--- config.mk ---
export PLATFORM = sky130hd
export DESIGN_NAME = one_shot_event_timer_bank
export DESIGN_NICKNAME = d
export VERILOG_FILES = /design/src/rtl/otb_pkg.sv /design/src/rtl/otb_controller.sv /design/src/rtl/otb_datapath.sv /design/src/rtl/one_shot_event_timer_bank.sv
export SDC_FILE = /design/constraint.sdc
export NUM_CORES = 1
export LEC_CHECK = 0
export BUFFER_PORTS_ARGS = -buffer_cell sky130_fd_sc_hd__buf_2
export CAP_MARGIN = 20
export CORE_ASPECT_RATIO = 1.75
export CORE_MARGIN = 2
export CORE_UTILIZATION = 45
export CTS_CLUSTER_DIAMETER = 100
export DETAILED_ROUTE_END_ITERATION = 6
export SLEW_MARGIN = 20
export SYNTH_ARGS = -nofsm -noshare
export SYNTH_HDL_FRONTEND = slang
export SYNTH_SLANG_ARGS = --single-unit
--- constraint.sdc ---
create_clock -name clk -period 20.5 [get_ports clk]
set_clock_uncertainty 0.1 [all_clocks]
set_input_delay 1.025 -clock clk [delete_from_list [all_inputs] [get_ports clk]]
set_output_delay 1.025 -clock clk [all_outputs]
set_load 0.05 [all_outputs]
--- src/rtl/otb_pkg.sv ---
`timescale 1ns / 1ps

package otb_pkg;

  // Bank size and the most firings one scan item may report.
  localparam int NUM_SLOTS = 8;
  localparam int MAX_OUT   = 8;

  localparam int SLOT_IDX_W = (NUM_SLOTS > 1) ? $clog2(NUM_SLOTS) : 1;
  localparam int CNT_W      = $clog2(MAX_OUT + 1);

  // Field widths.
  localparam int CMD_W   = 3;
  localparam int SLOT_W  = 3;
  localparam int TIME_W  = 32;
  localparam int EVENT_W = 8;
  localparam int KIND_W  = 2;
  localparam int CFG_A_W = 2;
  localparam int CFG_D_W = 32;

  // Configuration reset values.
  localparam logic [7:0]        TICK_STEP_RST = 8'd5;
  localparam logic [TIME_W-1:0] MATCH_LEN_RST = 32'd90000;
  localparam logic [7:0]        WAIT_CODE_RST = 8'd255;

  typedef enum logic [CMD_W-1:0] {
    CMD_START  = 3'd0,
    CMD_ARM    = 3'd1,
    CMD_CANCEL = 3'd2,
    CMD_TICK   = 3'd3,
    CMD_SCAN   = 3'd4,
    CMD_READ   = 3'd5
  } cmd_t;

  typedef enum logic [KIND_W-1:0] {
    KIND_STATUS = 2'd0,
    KIND_FIRED  = 2'd1,
    KIND_FLAG   = 2'd2
  } kind_t;

  typedef enum logic [CFG_A_W-1:0] {
    REG_TICK_STEP = 2'd0,
    REG_MATCH_LEN = 2'd1,
    REG_WAIT_CODE = 2'd2
  } cfg_reg_t;

  // Commands from the controller to the datapath.
  typedef struct packed {
    logic latch;
    logic exec;
    logic scan_step;
    logic emit_step;
    logic result_load;
  } ctrl_cmd_t;

  // Status from the datapath to the controller.
  typedef struct packed {
    logic scan_go;
    logic scan_done;
    logic fired_any;
    logic emit_done;
    logic out_free;
    logic stopped;
  } dp_status_t;

  // Saturating add of two time values.
  function automatic logic [TIME_W-1:0] sat_add(input logic [TIME_W-1:0] a,
                                                input logic [TIME_W-1:0] b);
    logic [TIME_W:0] s;
    s = {1'b0, a} + {1'b0, b};
    return s[TIME_W] ? {TIME_W{1'b1}} : s[TIME_W-1:0];
  endfunction

endpackage

--- src/rtl/otb_controller.sv ---
`timescale 1ns / 1ps

module otb_controller (
  input  logic                   clk,
  input  logic                   rst,
  input  logic                   s_tvalid,
  output logic                   s_tready,
  input  otb_pkg::dp_status_t    status,
  output otb_pkg::ctrl_cmd_t     cmd
);
  import otb_pkg::*;

  typedef enum logic [2:0] {
    S_IDLE,
    S_EXEC,
    S_SCAN,
    S_EMIT,
    S_RESULT
  } state_t;

  state_t state;

  // Items are taken only between commands.
  assign s_tready = (state == S_IDLE);

  // Commands follow from the state and the datapath status.
  always_comb begin
    cmd.latch       = (state == S_IDLE) && s_tvalid;
    cmd.exec        = (state == S_EXEC);
    cmd.scan_step   = (state == S_SCAN);
    cmd.emit_step   = (state == S_EMIT);
    cmd.result_load = (state == S_RESULT) && status.out_free;
  end

  // Sequencing of one item.
  always_ff @(posedge clk) begin
    if (rst) begin
      state <= S_IDLE;
    end else begin
      unique case (state)
        S_IDLE: begin
          if (s_tvalid) state <= S_EXEC;
        end
        S_EXEC: begin
          state <= status.scan_go ? S_SCAN : S_RESULT;
        end
        S_SCAN: begin
          if (status.scan_done) state <= status.fired_any ? S_EMIT : S_RESULT;
        end
        S_EMIT: begin
          if (status.emit_done) state <= S_IDLE;
        end
        S_RESULT: begin
          if (status.out_free) state <= S_IDLE;
        end
        default: state <= S_IDLE;
      endcase
    end
  end

endmodule

--- src/rtl/otb_datapath.sv ---
`timescale 1ns / 1ps

module otb_datapath (
  input  logic                            clk,
  input  logic                            rst,
  input  logic                            cfg_we,
  input  logic [otb_pkg::CFG_A_W-1:0]     cfg_addr,
  input  logic [otb_pkg::CFG_D_W-1:0]     cfg_wdata,
  input  logic [otb_pkg::CMD_W-1:0]       in_command,
  input  logic [otb_pkg::SLOT_W-1:0]      in_slot,
  input  logic [otb_pkg::TIME_W-1:0]      in_delay,
  input  logic [otb_pkg::EVENT_W-1:0]     in_event,
  input  logic                            in_set_waiting,
  input  otb_pkg::ctrl_cmd_t              cmd,
  output otb_pkg::dp_status_t             status,
  output logic                            out_valid,
  input  logic                            out_ready,
  output otb_pkg::kind_t                  out_kind,
  output logic [otb_pkg::SLOT_W-1:0]      out_slot,
  output logic [otb_pkg::EVENT_W-1:0]     out_flag,
  output logic [otb_pkg::TIME_W-1:0]      out_time,
  output logic                            out_over,
  output logic                            out_last
);
  import otb_pkg::*;

  // Configuration registers.
  logic [7:0]        tick_step;
  logic [TIME_W-1:0] match_length;
  logic [7:0]        waiting_code;

  // Latched item.
  cmd_t               item_cmd;
  logic [SLOT_W-1:0]  item_slot;
  logic [TIME_W-1:0]  item_delay;
  logic [EVENT_W-1:0] item_event;
  logic               item_setw;

  // Timer state.
  logic [TIME_W-1:0]  match_time;
  logic               counting;
  logic               stopped;
  logic               ignored;
  logic [NUM_SLOTS-1:0] slot_active;
  logic [TIME_W-1:0]  slot_deadline [NUM_SLOTS];
  logic [EVENT_W-1:0] slot_event    [NUM_SLOTS];
  logic [EVENT_W-1:0] action_flag   [NUM_SLOTS];

  // Scan and emit walk.
  logic [SLOT_IDX_W-1:0] scan_idx;
  logic [CNT_W-1:0]      fire_cnt;
  logic [NUM_SLOTS-1:0]  fire_mask;

  logic [SLOT_IDX_W-1:0] sidx;
  logic                  slot_ok;
  logic                  frozen_pre;
  logic [TIME_W-1:0]     time_after;
  logic                  scan_hit;
  logic                  scan_last;
  logic                  emit_hit;
  logic [NUM_SLOTS-1:0]  mask_rest;
  logic                  emit_last;
  logic                  out_free;
  logic                  emit_load;

  assign sidx    = SLOT_IDX_W'(item_slot);
  assign slot_ok = (32'(item_slot) < 32'(NUM_SLOTS));

  // Frozen test at the start of an item and the time it leaves behind.
  assign frozen_pre = stopped || (match_time >= match_length);
  assign time_after = (item_cmd == CMD_TICK && counting)
                    ? sat_add(match_time, 32'(tick_step)) : match_time;

  // One slot compared per scan step.
  assign scan_hit  = slot_active[scan_idx] && (match_time >= slot_deadline[scan_idx])
                  && (fire_cnt < CNT_W'(MAX_OUT));
  assign scan_last = (scan_idx == SLOT_IDX_W'(NUM_SLOTS - 1));

  // Emit walk: the last firing is the one with no marked slot after it.
  always_comb begin
    mask_rest           = fire_mask;
    mask_rest[scan_idx] = 1'b0;
  end
  assign emit_hit  = fire_mask[scan_idx];
  assign emit_last = (mask_rest == '0);
  assign out_free  = !out_valid || out_ready;
  assign emit_load = cmd.emit_step && emit_hit && out_free;

  always_comb begin
    status.scan_go   = !frozen_pre && (item_cmd == CMD_SCAN);
    status.scan_done = scan_last;
    status.fired_any = (fire_mask != '0) || scan_hit;
    status.emit_done = emit_hit && out_free && emit_last;
    status.out_free  = out_free;
    status.stopped   = stopped;
  end

  // Configuration writes; indexes beyond the list are dropped.
  always_ff @(posedge clk) begin
    if (rst) begin
      tick_step    <= TICK_STEP_RST;
      match_length <= MATCH_LEN_RST;
      waiting_code <= WAIT_CODE_RST;
    end else if (cfg_we) begin
      unique case (cfg_addr)
        REG_TICK_STEP: tick_step    <= cfg_wdata[7:0];
        REG_MATCH_LEN: match_length <= cfg_wdata[TIME_W-1:0];
        REG_WAIT_CODE: waiting_code <= cfg_wdata[7:0];
        default: ;
      endcase
    end
  end

  // Item capture.
  always_ff @(posedge clk) begin
    if (cmd.latch) begin
      item_cmd   <= cmd_t'(in_command);
      item_slot  <= in_slot;
      item_delay <= in_delay;
      item_event <= in_event;
      item_setw  <= in_set_waiting;
    end
  end

  // Match time, counting and freeze.
  always_ff @(posedge clk) begin
    if (rst) begin
      match_time <= '0;
      counting   <= 1'b0;
      stopped    <= 1'b0;
      ignored    <= 1'b0;
    end else if (cmd.exec) begin
      if (frozen_pre) begin
        stopped <= 1'b1;
        ignored <= 1'b1;
      end else begin
        ignored    <= 1'b0;
        match_time <= time_after;
        stopped    <= (time_after >= match_length);
        if (item_cmd == CMD_START) counting <= 1'b1;
      end
    end
  end

  // Slot activity and action flags.
  always_ff @(posedge clk) begin
    if (rst) begin
      slot_active <= '0;
      for (int i = 0; i < NUM_SLOTS; i++) action_flag[i] <= '0;
    end else if (cmd.exec && !frozen_pre && slot_ok) begin
      if (item_cmd == CMD_ARM) begin
        slot_active[sidx] <= 1'b1;
        if (item_setw) action_flag[sidx] <= waiting_code;
      end else if (item_cmd == CMD_CANCEL) begin
        slot_active[sidx] <= 1'b0;
      end
    end else if (cmd.scan_step && scan_hit) begin
      slot_active[scan_idx] <= 1'b0;
      action_flag[scan_idx] <= slot_event[scan_idx];
    end
  end

  // Deadline and event store, written by arm only.
  always_ff @(posedge clk) begin
    if (cmd.exec && !frozen_pre && slot_ok && item_cmd == CMD_ARM) begin
      slot_deadline[sidx] <= sat_add(match_time, item_delay);
      slot_event[sidx]    <= item_event;
    end
  end

  // Scan index, firing count and firing mask.
  always_ff @(posedge clk) begin
    if (cmd.exec) begin
      scan_idx  <= '0;
      fire_cnt  <= '0;
      fire_mask <= '0;
    end else if (cmd.scan_step) begin
      scan_idx <= scan_last ? '0 : scan_idx + 1'b1;
      if (scan_hit) begin
        fire_mask[scan_idx] <= 1'b1;
        fire_cnt            <= fire_cnt + 1'b1;
      end
    end else if (cmd.emit_step && (!emit_hit || out_free)) begin
      scan_idx            <= scan_last ? '0 : scan_idx + 1'b1;
      fire_mask[scan_idx] <= 1'b0;
    end
  end

  // Output valid flag.
  always_ff @(posedge clk) begin
    if (rst) begin
      out_valid <= 1'b0;
    end else if (cmd.result_load || emit_load) begin
      out_valid <= 1'b1;
    end else if (out_ready) begin
      out_valid <= 1'b0;
    end
  end

  // Output payload.
  always_ff @(posedge clk) begin
    if (emit_load) begin
      out_kind <= KIND_FIRED;
      out_slot <= SLOT_W'(scan_idx);
      out_flag <= slot_event[scan_idx];
      out_time <= match_time;
      out_over <= stopped;
      out_last <= emit_last;
    end else if (cmd.result_load) begin
      out_time <= match_time;
      out_over <= stopped;
      out_last <= 1'b1;
      if (!ignored && item_cmd == CMD_READ) begin
        out_kind <= KIND_FLAG;
        out_slot <= item_slot;
        out_flag <= slot_ok ? action_flag[sidx] : '0;
      end else begin
        out_kind <= KIND_STATUS;
        out_slot <= '0;
        out_flag <= '0;
      end
    end
  end

endmodule

--- src/rtl/one_shot_event_timer_bank.sv ---
`timescale 1ns / 1ps
// Bank of one-shot timers sharing one match-time counter.
// Input channel s_*: one item is one command (start, arm, cancel, tick, scan,
// read flag), taken when s_tvalid and s_tready are both high.
// Output channel m_*: each item gives one result, or for a scan one result per
// timer that fired (at most eight), in rising slot order; m_tlast marks the final
// result of an item and m_tuser carries its kind.
// Configuration: cfg_we writes cfg_wdata to the register at cfg_addr (0 tick
// step, 1 match length, 2 waiting code), to be used only while the block is idle.
// Sequencing: an item is taken, executed in the next cycle, and its result is
// loaded once the output register is free. A scan walks the slots one per cycle
// through a single deadline comparator and, if any fired, walks them again up to
// the last firing to emit them.
// One output register sits on the result side; the next item is taken while a
// result still waits, but a stalled receiver holds the block at its next load.
// Reset clears the match time, the counting and frozen state, every slot's active
// bit and action flag, and restores the register defaults. Once the match time
// reaches the match length, every command gives one status result with
// match_over set.

module one_shot_event_timer_bank (
  input  logic        clk,
  input  logic        rst,
  input  logic        cfg_we,
  input  logic [1:0]  cfg_addr,
  input  logic [31:0] cfg_wdata,
  input  logic        s_tvalid,
  output logic        s_tready,
  // command[2:0], slot[5:3], delay_ms[37:6], event_code[45:38], set_waiting[46]
  input  logic [47:0] s_tdata,
  output logic        m_tvalid,
  input  logic        m_tready,
  // result_slot[2:0], flag_value[10:3], match_time_ms[42:11], match_over[43]
  output logic [47:0] m_tdata,
  // kind[1:0]
  output logic [1:0]  m_tuser,
  output logic        m_tlast
);
  import otb_pkg::*;

  ctrl_cmd_t  cmd;
  dp_status_t status;

  kind_t              out_kind;
  logic [SLOT_W-1:0]  out_slot;
  logic [EVENT_W-1:0] out_flag;
  logic [TIME_W-1:0]  out_time;
  logic               out_over;

  otb_controller u_ctrl (
    .clk      (clk),
    .rst      (rst),
    .s_tvalid (s_tvalid),
    .s_tready (s_tready),
    .status   (status),
    .cmd      (cmd)
  );

  otb_datapath u_dp (
    .clk            (clk),
    .rst            (rst),
    .cfg_we         (cfg_we),
    .cfg_addr       (cfg_addr),
    .cfg_wdata      (cfg_wdata),
    .in_command     (s_tdata[2:0]),
    .in_slot        (s_tdata[5:3]),
    .in_delay       (s_tdata[37:6]),
    .in_event       (s_tdata[45:38]),
    .in_set_waiting (s_tdata[46]),
    .cmd            (cmd),
    .status         (status),
    .out_valid      (m_tvalid),
    .out_ready      (m_tready),
    .out_kind       (out_kind),
    .out_slot       (out_slot),
    .out_flag       (out_flag),
    .out_time       (out_time),
    .out_over       (out_over),
    .out_last       (m_tlast)
  );

  // Result packing.
  assign m_tdata = {4'b0000, out_over, out_time, out_flag, out_slot};
  assign m_tuser = out_kind;

`ifndef SYNTH
  // Once frozen, the block stays frozen until reset.
  a_frozen_holds: assert property (@(posedge clk) disable iff (rst)
    status.stopped |=> status.stopped)
    else $error("frozen state cleared without reset");

  // An accepted item closes the input until its work is done.
  a_one_item: assert property (@(posedge clk) disable iff (rst)
    (s_tvalid && s_tready) |=> !s_tready)
    else $error("input reopened right after an accepted item");

  // Only a scan gives more than one result, so a non-final result is a firing.
  a_multi_is_fired: assert property (@(posedge clk) disable iff (rst)
    (m_tvalid && !m_tlast) |-> (m_tuser == KIND_FIRED))
    else $error("non-final result that is not a timer firing");
`endif

endmodule
# --- Word level (Yosys, flattened, before mapping) ---
# Memories as Yosys holds them, arrays and structs flattened. A register that Yosys moved wholly into a read port is not among the register bits.
# Index checks and enable logic that the tools add are counted.
word_totals:
  n_memories: 3
  elab_cells: 180
  regBits: 204
  out_inout_bits: 53
  ram_bits: 384
mem_list:
  columns: ["memory", "depth", "width", "rd", "rd_ports_with_merged_regs", "write_ports", "line_no", "source"]
  rows:
  - ["u_dp.slot_deadline", 8, 32, 1, 1, 1, "otb_datapath.sv:45", "logic [TIME_W-1:0] slot_deadline [NUM_SLOTS];"]
  - ["u_dp.action_flag", 8, 8, 1, 1, 8, "otb_datapath.sv:47", "logic [EVENT_W-1:0] action_flag [NUM_SLOTS];"]
  - ["u_dp.slot_event", 8, 8, 1, 1, 1, "otb_datapath.sv:46", "logic [EVENT_W-1:0] slot_event [NUM_SLOTS];"]
op_classes:
  n_bitwise: 8
  eq_ne: 18
  reduce_logical: 46
  add_sub_neg: 4
  n_lt_le_gt_ge: 8
  mux: 69
ops:
  columns: ["operator", "count"]
  rows:
  - ["two-way mux 32 bit", 5]
  - ["greater-or-equal comparator 32 bit", 3]
  - ["two-way mux 8 bit", 12]
  - ["two-way mux 3 bit", 19]
  - ["adder 32 x 32 -> 33 bit", 1]
  - ["adder 32 x 8 -> 33 bit", 1]
  - ["two-way mux 1 bit", 27]
  - ["AND 8 bit", 3]
  - ["logical AND 1 bit", 17]
  - ["NOT 8 bit", 2]
  - ["OR 8 bit", 2]
  - ["OR reduction 8 bit", 2]
  - ["case mux 3 bit (5 select lines)", 1]
  - ["AND reduction 2 bit", 7]
  - ["== test 3 x 2 -> 1 bit (second input constant)", 4]
  - ["== test 3 bit (second input constant)", 4]
  - ["logical NOT 8 bit", 1]
  - ["< comparator 3 x 4 -> 1 bit (second input constant)", 2]
  - ["!= test 2 bit (second input constant)", 4]
  - ["nonzero test 2 bit", 4]
  - ["nonzero test 8 bit", 1]
  - ["binary-select mux 1 bit (select 3 bit)", 2]
  - ["demux 1 bit (select 3 bit)", 2]
  - ["== test 3 x 1 -> 1 bit (second input constant)", 2]
  - ["other kinds (16)", 25]

# --- Logic depth before layout (Yosys ltp) ---
# Gate-level depths: netlist of the first run.
depth:
  ltp_word: 11
  depth_mapped: 20
  depth_no_buf: 18

# --- By module ---
# From an unflattened synthesis of the first run, not the netlist that was laid out.
hier_totals:
  cells_unflattened: 2104
  hier_area_um2: 28283.4
by_module_without_submodules:
  columns: ["module", "area_per_inst_um2", "instances", "cells_per_inst"]
  rows:
  - ["otb_datapath", 27990.6, 1, 2068]
  - ["otb_controller", 251.5, 1, 30]
  - ["one_shot_event_timer_bank", 41.3, 1, 6]

# --- Worst setup path before layout of the first run ---
# OpenSTA, ideal clock, no wires.
synth_path:
  path_kind: "register -> register"
  startpoint: "reg u_dp.match_time[24]"
  endpoint: "mem u_dp.slot_deadline[7][0] (enable)"
  period_less_slack_ps: 6958
  setup_time_ps: 537
  required_ps: 19863
  arrival_ps: 6321
  slack_ps: 13542
  stages_incl_launch_ff: 10
  n_path_buf: 1
  path_cell_list: "dfxtp_1 > ha_1 > and3_1 > a221o_1 > a41oi_1 > nand2b_1 > a311oi_4 > o21ai_1 > clkbuf_1 > nor4_1"
synth_via:
  elab_chain_cells: 7
synth_lines:
  columns: ["item", "line_no", "source"]
  rows:
  - ["start: declaration", "otb_datapath.sv:40", "logic [TIME_W-1:0] match_time;"]
  - ["start signal: assignment", "otb_datapath.sv:138", "match_time <= time_after;"]
  - ["greater-or-equal comparator 32 bit", "otb_datapath.sv:70", "assign frozen_pre = stopped || (match_time >= match_length);"]
  - ["logical OR 1 bit", "otb_datapath.sv:70", null]
  - ["logical NOT 1 bit", "otb_datapath.sv:165", "if (cmd.exec && !frozen_pre && slot_ok && item_cmd == CMD_ARM) begin"]
  - ["logical AND 1 bit (2 in a row)", "otb_datapath.sv:165", null]
  - ["two-way mux 1 bit", "otb_datapath.sv:165", null]
  - ["two-way mux 1 bit (implied by the code)", "otb_datapath.sv:166", "slot_deadline[sidx] <= sat_add(match_time, item_delay);"]
  - ["end: declaration", "otb_datapath.sv:45", null]
# Every way passes these cells.

==> metrics.txt, run 1 <==
EDFF count, synth approximately 480; CP peak stage delay about 0.8 ns; Final Hold Slack 0.351 ns; CP delay by family, top compound AO/OA/AOI/OAI gates; Max Clk Rate roughly 140 MHz; Flop pwr share around 51%; Clock H-tree levels 2; register area share after synthesis 58.3%; Initial Utilization a little under half; core box area 63000 um^2; Post-Syn Area per Cell between 10 and 15 um^2; Psw approximately 0.68 mW; WP data arrival between 7 and 8 ns; Slew HR 30.0%; CTS Buf Count 54; RSZ-0062 raised after global routing false; DR vias between 15k and 20k; CP Capture Type register; post-synth cell types 84; status finished with violations; DRC viols 13; P_int between 2 and 2.5 mW; PortBufs roughly 130; pwr dens about 84 nW/um^2; Ports 140; initial antenna violation count 0; CP Data Required Time approximately 21 ns; most used cell along the critical path buf_4; WL/cell between 20 and 25 um; P_leak around 11 nW; # hold bufs at CTS 0; slew of the pin with the lowest slew margin 1.04 ns; Vias per Instance 5.99; Finished Layout Cells ~3.1k; hold path startpoint u_dp.out_kind[0]$_SDFFE_PP1P_; switching part of the total power 25.1%; ys async rst share 0%; Detailed Routing Iterations Pass 1 7; Crit path buffers/inverters 3; failing checks design-rule violations; crit path kind register to register; Clk pin slew, worst setup/hold paths ~0.07 ns; Nets ~2.5k; Max Root-Sink Buffers 3; DRT iter0 DRCs approximately 1.3k; area delta synth->final 11.9%; CTS tree yes; grt total ovfl 0; Final Setup Violations 0; Final ANT Viol Nets 0; fin crit period approximately 7 ns; clock power share between 30% and 40%; largest net degree at the start of global routing 62; worst-skew pair later-pin latency approximately 0.64 ns; share of cells above drive strength 1 roughly 18%; final antenna diode count 0; Die H about 340 um; dpl cells roughly 3.0k; mapped cell area roughly 29000 um^2; total power approximately 2.7 mW; All-Layer GR Usage between 20% and 30%; post-layout util approximately half; max_cap viols 0; Post-synth top flop edfxtp_1; Slew Viols, Final 0; Worst Path Max Fanout 33; Die W 194 um; critical path, cell by cell buf_4 -> buf_4 -> mux4_2 -> mux2_2 -> ha_1 -> nand2b_1 -> a21oi_1 -> o21ai_0 -> a32oi_1 -> a211oi_1 -> o21a_1 -> buf_4 -> a21boi_1 -> o21bai_1; dpl hpwl 51600 um; crit path max-delay cell type o21bai_1; first-pass GRT wire length approximately 110000 um; FF+latch count, synth between 500 and 600; Hold WC Path Type register to register; most frequent cells in the layout edfxtp_1, nand2_1, ha_1; Setup TNS 0 ns; combinational share of power around a tenth; CTS resizes 0; worst vdd ir 0.0655 mV; Setup Buffers After CTS 0; die area 65500 um^2; Fin. Hold Viols 0; Std-Cell Rows 122; CTS Sinks ~600; RePlAce Congestion 0.888; Mapped Cells roughly 2.1k; most common cell after layout, fill and taps aside edfxtp_1; Ys Warns 0; Startpoint Class register; clock root buffer clkbuf_16; Final Cycle Share between 30% and 40%; number of global-route vias before repair approximately 19k; WL final 76400 um
[worst reg2reg max path, delay by kind of cell, from the launching register on]
family / cells / cell delay [ns]
AOI/OAI and AO/OA: 7 / 2.91
buffers and inverters: 3 / 1.74
and+or+nand+nor: 1 / 0.09
DFF: 1 / 0.62
adders and majority gates: 1 / 0.26
muxes: 2 / 0.89
[path summary, 6_finish.rpt]
kind,end,cells after the start,slack (ns)
min,u_dp.out_kind[0]$_SDFFE_PP1P_,2,0.35
max reg2reg,u_dp.action_flag[1][0]$_SDFFCE_PN0P_,14,13.52
max,u_dp.action_flag[1][0]$_SDFFCE_PN0P_,14,13.52
min reg2reg,u_dp.out_kind[0]$_SDFFE_PP1P_,2,0.35
[logic make-up (layout without fill, tap and decap cells)]
group / count (synthesis) / after routing / synth area share (%)
compound gates: 483 / 483 / 11.8
xor+xnor: 38 / 38 / 1.17
fa+ha+maj: 141 / 141 / 6.23
buf+inv: 168 / 325 / 2.42
flops: 594 / 594 / 58.3
mux: 193 / 193 / 11.0
other cells: 1 / 4 / 0.0131
simple gates: 531 / 531 / 8.98
[metrics by stage]
stage               area, um^2  setup WS, ns
finish                   31900         13.52
global route             31900         13.02
CTS                      31900         13.25
floorplan                28600         13.54
global placement         30100         13.33
detailed placement       30100         13.27
[power by group through the flow]
stage          Sequential [mW]  Clock [mW]  Combinational [mW]
6_report                  1.38        1.04               0.282
5_1_grt                   1.38        1.10               0.307
4_1_cts                   1.38        1.06               0.286
3_5_place_dp              1.40           0               0.285
3_3_place_gp              1.40           0               0.278
2_1_floorplan             1.40           0               0.196
[metal layers]
layer  track usage (%)  up-vias  share of wire (%)
li1                  -     8590                  -
met1              25.6     9383                 38
met2              44.7      507                 54
met3              2.85      171                3.9
met4              10.8        0                4.5
met5                 0        -                  0
[cell type report]
cell class / count / area, um^2
fill: 5340 / 31100
sequential: 594 / 16700
multi-input combinational: 1390 / 11300
clock buffer: 70 / 1530
tap: 806 / 1010
timing repair buffer: 169 / 940
clock inverter: 32 / 294
inverter: 54 / 203
[Yosys cell counts, types with 14 or more instances]
master | n | area share, %
nand3_1 | 44 | 0.77
xor2_1 | 17 | 0.52
nand4_1 | 21 | 0.46
clkbuf_1 | 65 | 0.85
a211o_1 | 14 | 0.43
dfxtp_1 | 118 | 8.3
buf_1 | 24 | 0.32
nor3_1 | 36 | 0.63
o21a_1 | 18 | 0.47
xnor2_1 | 21 | 0.64
nand2_1 | 196 | 2.6
mux4_2 | 96 | 7.6
edfxtp_1 | 476 | 50
a21o_1 | 41 | 1.1
a311oi_1 | 17 | 0.52
o21ai_0 | 72 | 1.3
buf_2 | 14 | 0.25
a31oi_1 | 20 | 0.44
a22o_1 | 49 | 1.5
a211oi_1 | 22 | 0.58
inv_1 | 54 | 0.71
mux2_2 | 17 | 0.67
a21oi_1 | 121 | 2.1
ha_1 | 139 | 6.1
nor2b_1 | 23 | 0.50
mux2i_1 | 80 | 2.8
nor2_1 | 119 | 1.6
[state kept, by name (all words and copies together) (netlist names), 2 cells and up, named ones only]
signal,cells
u_dp.scan_idx,3
u_dp.action_flag,64
u_dp.fire_cnt,4
u_dp.item_event,8
u_dp.out_flag,8
u_ctrl.state,3
u_dp.slot_event,64
u_dp.match_length,32
u_dp.slot_deadline,256
u_dp.item_slot,3
u_dp.out_slot,3
u_dp.match_time,32
u_dp.tick_step,8
u_dp.waiting_code,8
u_dp.out_time,32
u_dp.item_cmd,3
u_dp.item_delay,32
u_dp.out_kind,2
Power figures use the tool's default switching activity.
==> inputs of run 2 (changes only) <==
==> constraint.sdc (replaced) <==
create_clock -name clk -period 6.46 [get_ports clk]
set_clock_uncertainty 0.1 [all_clocks]
set_input_delay 0.323 -clock clk [delete_from_list [all_inputs] [get_ports clk]]
set_output_delay 0.323 -clock clk [all_outputs]
set_load 0.05 [all_outputs]
==> run 2 against run 1 <==
- the run still ends with design-rule violations left
- register-to-register slack got worse by 13 ns
- sequential share of layout area fell by 1.6 points
- maximum frequency rose by 26%
- routed wire length rose by 1.9%
- die area did not move
- clock power rose to 3.2 times the previous value
- utilization rose by 1.6 points
- critical endpoint is now u_dp.action_flag[6][3]$_SDFFCE_PN0P_
- highest routed layer unchanged
==> metrics.txt, run 2 (synthesized netlist as in run 1, its figures left out) <==
status finished with violations; failing checks design-rule violations; worst-skew pair later-pin latency between 0.6 and 0.7 ns; share of cells above drive strength 1 18.0%; DRC viols 15; CP peak stage delay roughly 0.80 ns; clock power share between 30% and 40%; CTS Buf Count 56; die area about 66000 um^2; DRT iter0 DRCs ~1.2k; Final Cycle Share between 80% and 90%; largest registers u_dp.slot_deadline x256, u_dp.action_flag x64, u_dp.slot_event x64; combinational share of power 10.8%; Die W ~190 um; max FFs per register 256; dpl hpwl around 53000 um; Final Hold Slack roughly 0.11 ns; Vias per Instance 5.93; DR vias between 15k and 20k; CTS tree yes; Fin. Hold Viols 0; Ports 140; dpl cells 3040; first-pass GRT wire length ~120000 um; Flop pwr share between 50% and 60%; Initial Utilization 45.3%; crit path kind register to register; WL/cell between 20 and 25 um; WP data arrival about 5.7 ns; Sequential Area roughly 17000 um^2; most common cell after layout, fill and taps aside edfxtp_1; Std-Cell Rows between 100 and 150; Die H around 340 um; CTS Sinks 594; worst vdd ir about 0.21 mV; Finished Layout Cells between 3k and 4k; CP Capture Type register; RePlAce Congestion about 0.94; P_leak between 10 and 15 nW; initial antenna violation count 0; Hold WC Path Type input pin to register; P_int roughly 6.5 mW; final antenna diode count 0; Multi-input gate area between 10000 and 15000 um^2; Final ANT Viol Nets 0; grt total ovfl 0; Detailed Routing Iterations Pass 1 7; Clk pin slew, worst setup/hold paths 0.07 ns; RSZ-0062 raised after global routing false; Nets 2600; Slew HR between 20% and 30%; post-layout util between 50 and 60%; Slew Viols, Final 0; Final Setup Violations 0; Clock H-tree levels 2; area delta synth->final 15.5%; Max Root-Sink Buffers 3; CP Data Required Time 6.65 ns; CTS resizes 0; All-Layer GR Usage 23.6%; WL final between 70000 and 80000 um; switching part of the total power between 20% and 30%; Max Clk Rate between 150 and 200 MHz; Setup TNS 0 ns; fin crit period between 5 and 6 ns; pwr dens 263 nW/um^2; Startpoint Class register; most frequent cells in the layout edfxtp_1, nand2_1, ha_1; number of global-route vias before repair approximately 19k; Final Cell Area around 33000 um^2; DP Area around 30000 um^2; critical path, cell by cell buf_4 -> mux4_2 -> mux2i_1 -> ha_1 -> nand4_1 -> nor3_1 -> a32oi_1 -> a211oi_1 -> o21a_1 -> buf_4 -> mux2i_1 -> a21o_1; core box area 63000 um^2; PortBufs approximately 130; Worst Path Max Fanout 24; Biggest register u_dp.slot_deadline; Psw 2.17 mW; clock root buffer clkbuf_16; max_cap viols 0; fill count 5380; largest net degree at the start of global routing 65; crit path max-delay cell type a211oi_1; slew of the pin with the lowest slew margin about 1.1 ns
[run 2: area by class of cell]
cell class	instances	area share [%]
Sequential cell	594	50.5
Multi-Input combinational cell	1390	34.3
Timing Repair Buffer	276	5.88
Clock buffer	66	4.49
Tap cell	806	3.06
Clock inverter	39	1.11
Inverter	54	0.615
[run 2: worst max-delay path, delay by kind of cell (launching register included)]
family	cells	cell delay (ns)
AO/OA/AOI/OAI	4	1.85
AND/OR/NAND/NOR	2	0.45
adder cells (fa/ha/maj)	1	0.19
flip-flops	1	0.63
buffers and inverters	2	0.91
multiplexers	3	1.01
[run 2: path summary, 6_finish.rpt]
check                                     start                              endpoint  slack, ns  cells after the start
hold / removal                              rst    u_dp.match_length[24]$_SDFFE_PP0P_       0.11                      2
setup / recovery                       register  u_dp.action_flag[6][3]$_SDFFCE_PN0P_       0.91                     12
setup reg to reg                       register  u_dp.action_flag[6][3]$_SDFFCE_PN0P_       0.91                     12
hold reg to reg   u_dp.out_kind[0]$_SDFFE_PP1P_         u_dp.out_kind[0]$_SDFFE_PP1P_       0.34                      2
[run 2: routing by layer]
metal  routed length [um]  vias to the layer above  part of all wire, %  GRT usage (%)
li1                     -                     8793                    -              -
met1                29200                     9612                   38           26.0
met2                41800                      578                   54           45.2
met3                 3220                      150                  4.1           2.64
met4                 3620                        0                  4.6           11.1
met5                    0                        -                    0              0
[run 2: repair_timing]
action	4_1_cts	5_1_grt
buffers inserted	0	0
endpoints found under the hold margin	99	0
hold buffers	80	0
[run 2: power groups by stage]
stage | clock network, mW | registers (mW) | logic [mW]
after detailed placement | 0 | 4.47 | 0.907
after global routing | 3.53 | 4.40 | 1.01
after CTS | 3.40 | 4.39 | 0.947
final | 3.34 | 4.38 | 0.937
after floorplan | 0 | 4.45 | 0.624
after global placement | 0 | 4.46 | 0.885
[run 2: through the flow]
step / power, mW / setup WS (ns)
floorplan: 5.07 / -0.318
global placement: 5.35 / 0.901
detailed placement: 5.38 / 0.883
CTS: 8.74 / 0.847
global route: 8.94 / 0.541
finish: 8.66 / 0.911
